===== src/rtl/core/npq_pkg.sv =====
// Shared constants, item type and distance helper for the nearest palette colour quantiser.
package npq_pkg;

	// Default number of palette entries, one cell each.
	localparam int NPQ_ENTRIES = 256;

	// Field widths fixed by the interface.
	localparam int CHAN_W  = 8;
	localparam int INDEX_W = 8;
	localparam int COLOR_W = 3 * CHAN_W;

	// A squared RGB distance is at most 3 * 255 * 255, which fits in 18 bits.
	localparam int DIST_W = 18;

	// Running best distance before any entry is seen: larger than any real distance.
	localparam logic [DIST_W-1:0] DIST_NONE = '1;

	// Configuration port.
	localparam int APB_ADDR_W = 3;
	localparam int APB_DATA_W = 32;
	localparam logic REG_ALPHA_THRESHOLD = 1'b0;
	localparam logic [CHAN_W-1:0] ALPHA_THRESHOLD_RESET = 8'd128;

	// Command codes of the input channel.
	localparam logic CMD_WRITE    = 1'b0;
	localparam logic CMD_QUANTIZE = 1'b1;

	// Payload that travels down the chain of cells with each item.
	typedef struct packed {
		logic              cmd;
		logic [INDEX_W-1:0] entry_index;
		logic [CHAN_W-1:0]  red;
		logic [CHAN_W-1:0]  green;
		logic [CHAN_W-1:0]  blue;
		logic               transparent;
		logic [INDEX_W-1:0] best_index;
		logic [DIST_W-1:0]  lead_gap;
	} npq_item_t;

	// Square of the absolute difference of two channel values.
	function automatic logic [2*CHAN_W-1:0] sq_diff(input logic [CHAN_W-1:0] a,
			input logic [CHAN_W-1:0] b);
		logic [CHAN_W-1:0] d;
		d = (a > b) ? (a - b) : (b - a);
		return (2*CHAN_W)'(d) * (2*CHAN_W)'(d);
	endfunction

endpackage


===== src/rtl/core/npq_cell.sv =====
// One cell of the palette search chain: holds one palette colour and refines the running best.
module npq_cell import npq_pkg::*; #(
	parameter int CELL_INDEX = 0
) (
	input  logic      clk,
	input  logic      arst_n,
	input  logic      advance,
	input  logic      valid_i,
	input  npq_item_t item_i,
	output logic      valid_o,
	output npq_item_t item_o
);

	logic [COLOR_W-1:0] palette_q;
	logic               valid_q;
	npq_item_t          item_q;
	logic [DIST_W-1:0]  gap_sq;
	logic               hit_write;
	logic               better;
	npq_item_t          item_next;

	// A write for this entry is captured as it passes, so order against searches holds.
	assign hit_write = valid_i && (item_i.cmd == CMD_WRITE)
		&& (item_i.entry_index == INDEX_W'(CELL_INDEX));

	// Distance from the pixel to the colour held here.
	assign gap_sq = DIST_W'(sq_diff(item_i.red,   palette_q[3*CHAN_W-1:2*CHAN_W]))
		+ DIST_W'(sq_diff(item_i.green, palette_q[2*CHAN_W-1:CHAN_W]))
		+ DIST_W'(sq_diff(item_i.blue,  palette_q[CHAN_W-1:0]));

	// Strictly smaller only, so the lowest index wins a tie.
	assign better = (item_i.cmd == CMD_QUANTIZE) && !item_i.transparent
		&& (gap_sq < item_i.lead_gap);

	always_comb begin
		item_next = item_i;
		if (better) begin
			item_next.lead_gap   = gap_sq;
			item_next.best_index = INDEX_W'(CELL_INDEX);
		end
	end

	// Palette colour, undefined until written.
	always_ff @(posedge clk) begin
		if (advance && hit_write) begin
			palette_q <= {item_i.red, item_i.green, item_i.blue};
		end
	end

	// Hand the item on to the next cell.
	always_ff @(posedge clk or negedge arst_n) begin
		if (!arst_n) begin
			valid_q <= 1'b0;
		end else if (advance) begin
			valid_q <= valid_i;
		end
	end

	always_ff @(posedge clk) begin
		if (advance) begin
			item_q <= item_next;
		end
	end

	assign valid_o = valid_q;
	assign item_o  = item_q;

endmodule


===== config.mk =====
export PLATFORM = sky130hd
export DESIGN_NAME = npq_cell
export DESIGN_NICKNAME = d
export VERILOG_FILES = /design/src/rtl/core/npq_pkg.sv /design/src/rtl/core/npq_cell.sv
export SDC_FILE = /design/constraint.sdc
export NUM_CORES = 1
export LEC_CHECK = 0
export BUFFER_PORTS_ARGS = -buffer_cell sky130_fd_sc_hd__buf_2
export CELL_PAD_IN_SITES_DETAIL_PLACEMENT = 1
export CELL_PAD_IN_SITES_GLOBAL_PLACEMENT = 1
export CORE_MARGIN = 8
export CORE_UTILIZATION = 40
export CTS_BUF_LIST = sky130_fd_sc_hd__clkbuf_4 sky130_fd_sc_hd__clkbuf_8 sky130_fd_sc_hd__clkbuf_16
export CTS_CLUSTER_DIAMETER = 200
export DETAILED_ROUTE_END_ITERATION = 8
export GPL_TIMING_DRIVEN = 0
export PLACE_DENSITY_LB_ADDON = 0.1
export SKIP_CTS_REPAIR_TIMING = 1
export SYNTH_ARGS = -nofsm -noshare
export SYNTH_HDL_FRONTEND = slang
export SYNTH_SLANG_ARGS = --single-unit

===== constraint.sdc =====
create_clock -name clk -period 16.6 [get_ports clk]
set_input_delay 2.49 -clock clk [delete_from_list [all_inputs] [get_ports clk]]
set_output_delay 2.49 -clock clk [all_outputs]
set_load 0.03 [all_outputs]

### After elaboration in Yosys (flattened, before gate mapping)

Index checks and enable logic that the tools add are counted.
Widths: inputs -> output; s select.

* register bits after elaboration: 85
* input port bits: 64
* output and inout port bits: 61
* logic and storage cells: 37

* add/sub/neg operators: 8
* multiply operators: 3
* $lt $le $gt $ge: 4
* multiplexer cells: 4
* bitwise gates (word level): 1
* reduce and logical (&&, ||, !) cells: 7

Operators by type and width (count)
* $mul 8x8->16: 3
* $sub 8x8->8: 6
* $gt 8x8->1: 3
* $mux 8: 3
* $add 17x16->18: 1
* $lt 18x18->1: 1
* $mux 18: 1
* $add 16x16->17: 1
* $logic_not 8->1: 1
* $logic_and 1x1->1: 5
* $logic_not 1->1: 1
* $not 1->1: 1

### Longest topological paths before layout

Gate-level depths: netlist of run 1.

* word-level depth: 8
* gate-level depth with buffers: 43

### Worst setup path before layout of run 1

OpenSTA, ideal clock, no wires.

* kind: input port to flip-flop
* start point: input port item_i[43] in the netlist's numbering
* end point: register item_q (netlist bit item_o[10]) (data pin)
* setup time: 0.260 ns
* data arrival time: 11.239 ns
* path slack: 5.102 ns
* cell stages on the path: 38
* path buffers: 1
* cells stage by stage: inv_1 ha_1 inv_1 fa_1 a21o_1 a221oi_2 o21a_2 a21oi_4 mux2_2 xnor2_4 inv_2 nor2_1 fa_1 fa_1 inv_1 fa_1 fa_1 inv_1 (+2 left out) inv_1 fa_1 inv_1 ha_1 nand2_1 o21ai_1 a21oi_1 o31ai_1 a31oi_1 xnor2_1 ha_1 a21oi_1 nor2b_1 o21ai_0 o2111ai_1 a31oi_2 buf_2 mux2_2

RTL lines
* from (decl): line npq_cell.sv:9 `input npq_item_t item_i,`
* to (signal assigned): line npq_cell.sv:61 `item_q <= item_next;`
* to (decl): line npq_cell.sv:16 `npq_item_t item_q;`

==> results_dict.tcl, run 1 <==
set metrics [dict create \
    grt_max_degree 63 \
    whs_path_depth 1 \
    grt_pass1_wl_um 42700 \
    r2r_start "palette_q[5]$_DFFE_PP_" \
    hpwl_um 21700 \
    synth_top_cell_by_area "fa_1" \
    first_global_vias 8421 \
    synthFlopType "edfxtp_1" \
    clock_skew_ps 13.6 \
    status "completed" \
    routed_wl_um 25400 \
    tightest_slew_ps 1020 \
    synth_top_cells_by_area "fa_1, edfxtp_1, ha_1, inv_1, nor2_1" \
    hold_ws_ps 514 \
    final_nets 1534 \
    finalHoldViolCount 0 \
    crit_required_ps 16710 \
    synth.most_common_cell "inv_1" \
    crit_path_start_kind "input port" \
    antenna_found_initial 0 \
    netlist_instances 1052 \
    setup_tns_ps 0 \
    ys_types 66 \
    cts_buffers 9 \
    ctsHtreeMaxLevel 3 \
    via_per_inst 4.83 \
    num_antenna_cells 0 \
    drive_above_1_share_pct 17.2 \
    synth-compound-area-share_pct 8.51 \
    synth-edff-count 84 \
    ys_async_sr_fraction_pct 1.18 \
    muxShareOfSynthArea_pct 3.65 \
    timing.rr.end "item_o[10]$_DFFE_PP_" \
    vias 7425 \
    place_congestion 0.767 \
    io_pins 125 \
    hp-class "reg2reg" \
    critPathMostFrequentCell "fa_1" \
    period_minus_slack_ps 12730 \
    wl_per_cell_um 16.5 \
    drv_slew 0 \
    dieHeight_um 180 \
    synth_common_cells "inv_1, ha_1, fa_1" \
    rsz0062_at_grt "no" \
    ys_ff_latch 85 \
    grt.overflow.total 0 \
    synth_top_family_by_area "adder cells" \
    clk_path_buf_depth 2 \
    syn_nets 1396 \
    hold_path_end "valid_o$_DFFE_PN0P_" \
    relSlewSlack_pct 32.1 \
    rows 60 \
    cts_tree "yes" \
    ant_nets 0 \
    max_stage_delay_ps 840 \
    die_area_um2 32500 \
    clock-sinks 85 \
    yosys_warnings 0 \
    root_buffer "clkbuf_16" \
    core_area_um2 26700 \
    post-route-drc-count 0 \
    start_util_pct 40.4 \
    drt-initial-drc-count 199 \
    fillers 3040 \
    slowest_stage "mux2i_1" \
    hold_start "valid_o$_DFFE_PN0P_" \
    synth_area_per_cell_um2 10.3 \
    io_buffer_count 124 \
    clock_latency_ps 370 \
    worstPathMaxFanout 10 \
    worst_ep_arrival_time_ps 12850 \
    synthAdderAreaFrac_pct 42.1 \
    dieWidth_um 180 \
    detail_route.first_pass.iterations 4 \
    endpoint_kind "flop" \
    fmax_ghz 0.0785 \
    fin_crit_sh_pct 76.7 \
    cap_violations 0 \
    area_growth_syn_to_layout_pct 12.8 \
    yosys.area_share.simple_pct 8.50 \
    grt_usage_pct 16.2 \
    synth_top_area_share_pct 25.7 \
    synth_seq_area_share_pct 23.6 \
    setup_viol 0 \
    clkSlewWorstSetupHoldPaths_ps 70 \
    synth_xor_area_share_pct 3.35 \
    netlist_area_um2 10800 \
    ff2ff_path_depth 33 \
    crit_type "in2reg" \
    reg2reg_slack_ps 5750 \
]
worst max path at each step:
stage	startpoint	endpoint
6_report	item_i[32]	item_o[10]$_DFFE_PP_
5_1_grt	item_i[32]	item_o[10]$_DFFE_PP_
4_1_cts	item_i[32]	item_o[10]$_DFFE_PP_
3_5_place_dp	item_i[32]	item_o[10]$_DFFE_PP_
3_3_place_gp	item_i[32]	item_o[15]$_DFFE_PP_
2_1_floorplan	item_i[43]	item_o[10]$_DFFE_PP_
cells in the final DEF, fill, tap and decap left out, types with 3 or more instances in the layout:
cell and instances:
inv_1 267, ha_1 141, fa_1 139, buf_2 137, edfxtp_1 84, nor2_1 80, a21oi_1 38, nand2_1 31
a21o_1 27, mux2_2 20, xnor2_1 16, nand2b_1 15, mux2i_1 13, o21ai_0 13, o21bai_1 12, nor2b_1 12
xor2_1 11, clkbuf_16 9, and3_1 8, nand3_1 8, a211oi_1 7, or2_1 7, and2_1 6, nor3_1 5
inv_2 5, nand4_1 5, clkbuf_1 5, buf_4 5, a31oi_1 5, xor2_2 4, a221oi_1 3, a221o_1 3
and4_1 3, a21boi_0 3, or2_2 3, inv_8 3
cell type report:
type,count,area [µm²],area share (%)
tap,341,427,3.50
sequential,85,2550,20.9
clock buffer,9,225,1.85
multi-input combinational,674,7150,58.6
inverter,272,1020,8.38
timing repair buffer,127,646,5.30
buffer,21,100,0.821
clock inverter,7,76.3,0.626
kinds of logic after synthesis:
| family | Yosys count |
|---|---|
| simple gates | 191 |
| fa+ha+maj | 280 |
| xor+xnor | 34 |
| mux | 36 |
| compound gates | 133 |
| buf+inv | 293 |
| flops | 85 |
flip-flops by register name (all words and copies together), names as in the netlist:
name / cells
item_o: 60
valid_o: 1
palette_q: 24
through the flow:
step                      cells  cell area (µm²)  utilization [%]  worst slack [ps]
final                      1536            12200             45.6              3870
after CTS                  1536            12200             45.6              3600
after floorplan            1052            10800                -              5100
after detailed placement   1520            11900             44.5              3250
after global routing       1536            12200             45.6              3000
after global placement     1517            11900             44.4              3330
routing by layer:
metal  global-route usage, %  wire [µm]  vias to the layer above
li1                        -          -                     3619
met1                    21.2      12300                     3658
met2                    27.5      12000                      128
met3                    3.02        865                       20
met4                    3.60        304                        0
met5                       0          0                        -
worst max-delay path: cells and delay by family:
family | cells | cell delay (ps)
buffers and inverters | 8 | 1120
multiplexers | 3 | 1380
AND/OR/NAND/NOR | 4 | 520
adder cells (fa/ha/maj) | 10 | 4570
AO/OA/AOI/OAI | 10 | 2730
Power of run 1 is left out: the tool's default activity adds up to more than one toggle a clock period on the data nets, which glitch-free logic cannot reach.
==> inputs of run 2 (changes only) <==
- clock period: 16.6 -> 12.6 ns (I/O delays scaled with it)
==> results_dict.tcl, run 2 (synthesis gave the netlist of run 1 again) <==
set metrics [dict create \
    final_nets 1534 \
    fmax_ghz 0.0847 \
    crit_required_ps 12710 \
    relSlewSlack_pct 34.0 \
    path_delay_family "adder cells" \
    routed_wl_um 25400 \
    drt-initial-drc-count 200 \
    first_global_vias 8421 \
    layout_common_cells "inv_1, ha_1, fa_1" \
    place_congestion 0.767 \
    cts_buffers 9 \
    clk_path_buf_depth 2 \
    endpoint_kind "flop" \
    grt_max_degree 63 \
    core_area_um2 26700 \
    die_area_um2 32500 \
    finalHoldViolCount 0 \
    max_stage_delay_ps 560 \
    drive_above_1_share_pct 17.5 \
    hpwl_um 21700 \
    grt.overflow.total 0 \
    start_util_pct 40.4 \
    crit_path_start_kind "input port" \
    worstPathMaxFanout 10 \
    setup_viol 0 \
    ctsHtreeMaxLevel 3 \
    num_antenna_cells 0 \
    antenna_found_initial 0 \
    post-route-drc-count 0 \
    rsz0062_at_grt "no" \
    design_area_um2 12200 \
    post-route-util_pct 45.7 \
    pre_cts_ws_ps -152 \
    clock-sinks 85 \
    via_per_inst 4.83 \
    dieWidth_um 180 \
    cap_violations 0 \
    largest_register_ffs 60 \
    r2r_start "palette_q[5]$_DFFE_PP_" \
    hold_start "valid_o$_DFFE_PN0P_" \
    critPathMostFrequentCell "fa_1" \
    io_pins 125 \
    detail_route.first_pass.iterations 4 \
    place_area_um2 11900 \
    critical_path_buf_inv_count 9 \
    worstSetupStartpoint "item_i[43]" \
    status "completed" \
    final_common_cell "inv_1" \
    dieHeight_um 180 \
    fin_crit_sh_pct 93.7 \
    worst_ep_arrival_time_ps 11910 \
    ant_nets 0 \
    clkSlewWorstSetupHoldPaths_ps 70 \
    drv_slew 0 \
    final.setup.worst_slack_ps 800 \
    area_growth_syn_to_layout_pct 13.0 \
    period_minus_slack_ps 11800 \
    slowest_stage "fa_1" \
    crit_type "in2reg" \
    rows 60 \
    hp-class "reg2reg" \
    root_buffer "clkbuf_16" \
    clock_latency_ps 370 \
    grt_usage_pct 16.2 \
    vias 7425 \
    tightest_slew_ps 962 \
    io_buffer_count 124 \
    clock_skew_ps 13.6 \
    grt_pass1_wl_um 42700 \
    wl_per_cell_um 16.6 \
    cts_tree "yes" \
]
-- run 2: cell counts in the layout (fill, tap and decap cells not counted) --
No cell type changed its count.
-- run 2: through the flow --
step | TNS [ps] | cells | hold slack [ps]
after floorplan | 0 | 1052 | 720
after global placement | -702 | 1517 | 486
after detailed placement | -1630 | 1520 | 504
after CTS | 0 | 1536 | 517
after global routing | 0 | 1536 | 539
final | 0 | 1536 | 514
-- run 2: final cells by class --
type / instances / area (µm²)
plain buffers: 21 / 100
flip-flops and latches: 85 / 2550
clock buffers: 9 / 225
repair buffers: 127 / 646
well taps: 341 / 427
multi-input cells: 674 / 7170
fillers: 3038 / 14500
clock inverters: 7 / 76.3
inverters: 272 / 1020
-- run 2: worst paths after layout --
check                                  endpoint  slack [ps]  cells past startpoint
setup reg to reg           item_o[10]$_DFFE_PP_        2110                     34
setup / recovery           item_o[10]$_DFFE_PP_         800                     39
hold reg to reg             valid_o$_DFFE_PN0P_         510                      1
max in group asynchronous   valid_o$_DFFE_PN0P_       11220                      1
min in group asynchronous   valid_o$_DFFE_PN0P_        1290                      1
hold / removal              valid_o$_DFFE_PN0P_         510                      1
-- run 2: routing by layer --
metal	vias to the layer above	part of all wire, %	routed length, µm	global-route usage, %
met5	-	0	0	0
met4	0	1.2	304	3.60
met3	20	3.6	909	3.02
met2	129	47	12000	27.5
met1	3659	48	12300	21.2
li1	3617	-	-	-
Power of run 2 is left out for the same reason.
